--- config.mk ---
export PLATFORM = sky130hd
export DESIGN_NAME = tcr_ctrl
export DESIGN_NICKNAME = d
export VERILOG_FILES = /design/src/sv/tcr_pkg.sv /design/src/sv/tcr_ctrl.sv
export SDC_FILE = /design/constraint.sdc
export NUM_CORES = 1
export LEC_CHECK = 0
export ABC_AREA = 1
export BUFFER_PORTS_ARGS = -buffer_cell sky130_fd_sc_hd__buf_2
export CORE_AREA = 2 2 39 41
export CTS_CLUSTER_DIAMETER = 50
export DETAILED_ROUTE_END_ITERATION = 10
export DIE_AREA = 0 0 41 43
export PLACE_DENSITY = 0.55
export SLEW_MARGIN = 30
export SYNTH_ARGS = -nofsm -noshare
export SYNTH_HDL_FRONTEND = slang
export SYNTH_SLANG_ARGS = --single-unit
export TNS_END_PERCENT = 50
--- constraint.sdc ---
create_clock -name clk -period 2.8 [get_ports clk]
set_clock_uncertainty 0.1 [all_clocks]
set_input_delay 0.42 -clock clk [delete_from_list [all_inputs] [get_ports clk]]
set_output_delay 0.42 -clock clk [all_outputs]
set_load 0.02 [all_outputs]
--- src/sv/tcr_pkg.sv ---
// ----------------------------------------------------------------------------
// Tile card row renderer package
// Shared constants, register indexes and the controller command bundle.
// ----------------------------------------------------------------------------
package tcr_pkg;

  localparam int PATTERN_ENTRIES  = 512;
  localparam int ROWS_PER_PATTERN = 8;
  localparam int MEM_ROWS         = PATTERN_ENTRIES * ROWS_PER_PATTERN;
  localparam int MEM_AW           = $clog2(MEM_ROWS);

  localparam int ADDR_W  = 12;
  localparam int ROW_W   = 8;
  localparam int CARD_W  = 16;
  localparam int PAT_W   = 9;
  localparam int LINE_W  = 3;
  localparam int COLOR_W = 4;
  localparam int NUM_PX  = 8;

  localparam int IDX_W   = 3;
  localparam int CFG_W   = 4;

  localparam int S_DATA_W = 40;
  localparam int M_DATA_W = 40;

  localparam logic [IDX_W-1:0] REG_FG_BG_MODE    = 3'd0;
  localparam logic [IDX_W-1:0] REG_STACK_COLOR_A = 3'd1;
  localparam logic [IDX_W-1:0] REG_STACK_COLOR_B = 3'd2;
  localparam logic [IDX_W-1:0] REG_STACK_COLOR_C = 3'd3;
  localparam logic [IDX_W-1:0] REG_STACK_COLOR_D = 3'd4;

  localparam logic KIND_LOAD = 1'b0;
  localparam logic KIND_CARD = 1'b1;

  localparam logic [LINE_W-1:0] LAST_LINE = 3'd7;
  localparam logic [PAT_W-1:0]  PAT_MASK  = 9'h13F;

  typedef struct packed {
    logic              load_we;
    logic              card_we;
    logic              advance;
    logic [LINE_W-1:0] issue_line;
  } tcr_cmd_t;

endpackage

--- src/sv/tcr_ctrl.sv ---
// ----------------------------------------------------------------------------
// Tile card row renderer controller
// Sequences the eight line reads of a card and the two-stage output pipe.
// ----------------------------------------------------------------------------
module tcr_ctrl
  import tcr_pkg::*;
(
  input  logic     clk,
  input  logic     rst,
  input  logic     s_tvalid,
  input  logic     s_tuser,
  output logic     s_tready,
  input  logic     m_tready,
  output logic     m_tvalid,
  output tcr_cmd_t cmd
);

  typedef enum logic {IDLE, RUN} state_t;

  state_t            state;
  logic [LINE_W-1:0] line_cnt;
  logic              rd_valid;
  logic              out_valid;
  logic              accept;
  logic              advance;
  logic              issue;

  assign s_tready = (state == IDLE) && !rd_valid;
  assign accept   = s_tvalid && s_tready;
  assign advance  = !out_valid || m_tready;
  assign issue    = (state == RUN);
  assign m_tvalid = out_valid;

  assign cmd.load_we    = accept && (s_tuser == KIND_LOAD);
  assign cmd.card_we    = accept && (s_tuser == KIND_CARD);
  assign cmd.advance    = advance;
  assign cmd.issue_line = line_cnt;

  always_ff @(posedge clk) begin
    if (rst) begin
      state     <= IDLE;
      line_cnt  <= '0;
      rd_valid  <= 1'b0;
      out_valid <= 1'b0;
    end else begin
      if (advance) begin
        out_valid <= rd_valid;
        rd_valid  <= issue;
      end
      case (state)
        IDLE: begin
          if (cmd.card_we) begin
            state    <= RUN;
            line_cnt <= '0;
          end
        end
        RUN: begin
          if (advance) begin
            line_cnt <= line_cnt + 3'd1;
            if (line_cnt == LAST_LINE) begin
              state <= IDLE;
            end
          end
        end
        default: state <= IDLE;
      endcase
    end
  end

endmodule

## Word level (Yosys, flattened, before mapping)

Index checks and enable logic that the tools add are counted.

| operators by class | value |
|---|---|
| reduce and logical (&&, ||, !) cells | 8 |
| $add $sub $neg | 1 |
| eq/ne operators | 3 |
| bitwise logic cells | 2 |
| multiplexer cells | 7 |

Operators by type and width:

| operator | number |
|---|---|
| $mux 3 | 2 |
| $pmux 3 s2 | 1 |
| $logic_and 1x1->1 | 4 |
| $add 3x1->3 const B | 1 |
| $eq 3x3->1 const B | 1 |
| $mux 1 | 3 |
| $logic_not 1->1 | 2 |
| $ne 2x1->1 const B | 1 |
| $ne 2x2->1 const B | 1 |
| $not 1->1 | 2 |
| $pmux 1 s2 | 1 |
| $reduce_and 2->1 | 1 |
| $logic_or 1x1->1 | 1 |

| storage, ports and cells | value |
|---|---|
| logic and storage cells | 25 |
| bits in registers | 6 |
| input bits | 5 |
| output and inout bits | 8 |

## Depth between registers and ports, before layout

| depth | value |
|---|---|
| depth after elaboration | 6 |
| mapped depth | 7 |
| depth with buffers taken out | 7 |

## Worst setup path before layout

OpenSTA, ideal clock, no wires.

| timing path | value |
|---|---|
| path kind | flip-flop to output port |
| start point | reg state, in the netlist issue |
| end point | out cmd[5] (netlist name) |
| data arrival time | 918 ps |
| path buffers | 0 |
| stages on the path, launching flop included | 4 |
| slack | 1362 ps |
| required time | 2280 ps |
| cells stage by stage | dfxtp_1 > nor2_4 > nand2_1 > nor2_1 |

RTL lines:

| element | line | text |
|---|---|---|
| from (decl) | tcr_ctrl.sv:20 | `state_t state;` |
| from (signal assigned) | tcr_ctrl.sv:41 | `state <= IDLE;` |
| from (signal assigned) | tcr_ctrl.sv:53 | `state <= RUN;` |
| from (signal assigned) | tcr_ctrl.sv:61 | `state <= IDLE;` |
| to (decl) | tcr_ctrl.sv:15 | `output tcr_cmd_t cmd` |

==> impl_results.md <==
* Core Rows at 14
* Antenna violations before repair at 0
* Post-synthesis cell area at 329 µm²
* Cells after Synth at 45
* Maximum vdd drop at 0.000193 V
* Fmax at 619 MHz
* Buf+Inv Stages, Crit Path at 2
* Crit path time final at 1620 ps
* Post-synth EDFFs at 0
* Footprint of the multi-input gates at 175 µm²
* GP Congestion at 0.721
* Clock transition at the registers of the reported paths at 40 ps
* Die area at 0.00176 mm²
* Pin count of the biggest net entering global routing at 8
* CTS tree: done
* Leak Pwr at 0.234 nW
* CTS root buffer: clkbuf_4
* Synth warnings at 0
* Top cells by instance count after synthesis: nand2_1, inv_1, dfxtp_1, nor2_1
* Largest delay share family, worst path: flip-flops
* Crit-path slowest cell: dfxtp_1
* Avg WL per Cell at 7.67 µm
* Final period util at 0.577
* Die height at 43 µm
* Setup-failing EPs final at 0
* Total gr overflow at 0
* Initial Util at 0.238
* Clk_lat worst skew at 240 ps
* Final worst slack at 1180 ps
* Most area-consuming cells after synthesis: dfxtp_1, nand2_1, inv_1
* Worst Path Required at 2280 ps
* Top-count cell post-synth: nand2_1
* Critical Path Source Type: register
* Maximum clock path buffer count at 2
* Total power at 0.232 mW
* Final nets at 68
* Share of cells above drive strength 1 at 0.339
* RSZ-0062 raised after global routing: no
* Dpl cells at 72
* Met3 WL at 57 µm
* Initial DRT Pass Iterations at 3
* Vias in the first global route at 239
* Yosys top cell area share at 0.365
* Seq cells post-synth at 6
* Final slew viol count at 0
* Global-route wire length before repair at 1010 µm
* CTS HTree Levels at 1
* Worst Hold Class: in -> reg
* PwrDens at 548 mW/mm²
* Post-synthesis sequential area ratio at 0.365
* Core Footprint at 0.00138 mm²
* Hold Startpoint: rst
* Dominant cell type by area after synthesis: dfxtp_1
* PortBufs at 12
* DRT met1 WL at 288 µm
* Avg Inst Size Synth at 7.31 µm²
* Relative slew slack at 0.812
* Crit-path max FO at 7
* Synth Flop Type: dfxtp_1
* Post-place setup slack at 1420 ps
* TritonCTS Buffers at 3
* # DRC at 0
* GRT Total Usage at 0.0894
* Fillers at 158
* Crit Path Class: reg -> out
* Slew at the pin closest to its max-slew limit at 282 ps
* Critical-path cell list: nor2_4 -> nand3_4 -> inv_1 -> buf_2
* HPWL Detailed at 473 µm
* WL final at 575 µm
* Post-CTS resize count at 0
* Initial DRC Count at 8
* Status: complete, no violations
* Drt via density at 4.04
* Layout area overhead at 28.9%
* Clock sinks at 6
* CP startpoint: issue
* Post-CTS Setup Inserts at 0
* WL met2 at 229 µm
* Post-Layout Cell Count at 75
* CP arrival at 1100 ps
* Horiz. Die Dim at 41 µm
* Syn nets at 52
* # IOs at 13
* Max-cap viol count at 0
* Antenna cells at 0
* Asr flop ratio synth at 0
* Max stage delay on crit path at 380 ps
* R2R Path Start: line_cnt[0]
* Worst setup EP type: primary output
* Post-CTS Hold Buffers at 0
* Synth cell types at 13
* Sum Neg Setup Slack at 0 ps
* Register area at 120 µm²
* Final Hold Viols at 0
* DR top layer: met3
* Post-route ant nets at 0
* Vias at 303
==> registers in the layout, summed over array words and instances (netlist names) <==
register	flops
line_cnt	3
rd_valid	1
issue	1
m_tvalid	1
==> cells by family (layout without fill, tap and decap cells) <==
logic type / after synthesis / after routing / synth area share
AOI/OAI and AO/OA: 4 / 4 / 0.0760
adders and majority gates: 2 / 2 / 0.0760
buffers and inverters: 8 / 22 / 0.103
DFF: 6 / 6 / 0.365
and+or+nand+nor: 25 / 25 / 0.380
==> metrics by stage <==
| stage | instance area [µm²] | utilization | hold slack (ps) |
|---|---|---|---|
| 3_5_place_dp | 402 | 0.290 | 406 |
| 6_report | 424 | 0.307 | 290 |
| 3_3_place_gp | 402 | 0.290 | 407 |
| 2_1_floorplan | 329 | - | 380 |
| 5_1_grt | 424 | 0.307 | 291 |
| 4_1_cts | 424 | 0.307 | 280 |
==> path summary, 6_finish.rpt <==
check / cells past startpoint / endpoint / slack (ps)
worst min-delay path: 2 / rd_valid / 290
worst max register to register: 5 / line_cnt[2] / 1510
worst min register to register: 2 / rd_valid / 410
worst max-delay path: 4 / cmd[4] / 1180
==> cells in the final DEF, fill, tap and decap left out <==
cell      netlist  final
nor2_4          1      1
ha_1            2      2
a21oi_1         2      2
nand2_1        12     12
clkbuf_4        0      3
dfxtp_1         6      6
nor2_1          6      6
nor2_2          1      1
nand3_4         1      1
nand2_2         2      2
a21boi_0        2      2
inv_1           7      7
nand3_1         2      2
buf_2           0     12
==> power breakdown <==
| group | switching (mW) | internal, mW |
|---|---|---|
| logic | 0.0334 | 0.0208 |
| clock network | 0.0299 | 0.0484 |
| registers | 0.00711 | 0.0927 |
==> worst register-to-register path: stages (launching register included) <==
cell,delay [ps]
dfxtp_1,330
ha_1,200
ha_1,270
nand2_1,60
a21boi_0,170
nor2_1,60
==> layer usage <==
layer	track usage	up-vias
met5	0	-
met4	0.0400	0
met3	0.0785	0
met2	0.0875	11
met1	0.129	125
li1	-	167
==> cell type report <==
type                    instances  area share
clock buffers                   3      0.0531
well taps                      16      0.0472
flip-flops and latches          6       0.283
inverters                       7      0.0619
multi-input cells              31       0.413
repair buffers                 12       0.142
Note: power is estimated with default switching activity, not from simulation.
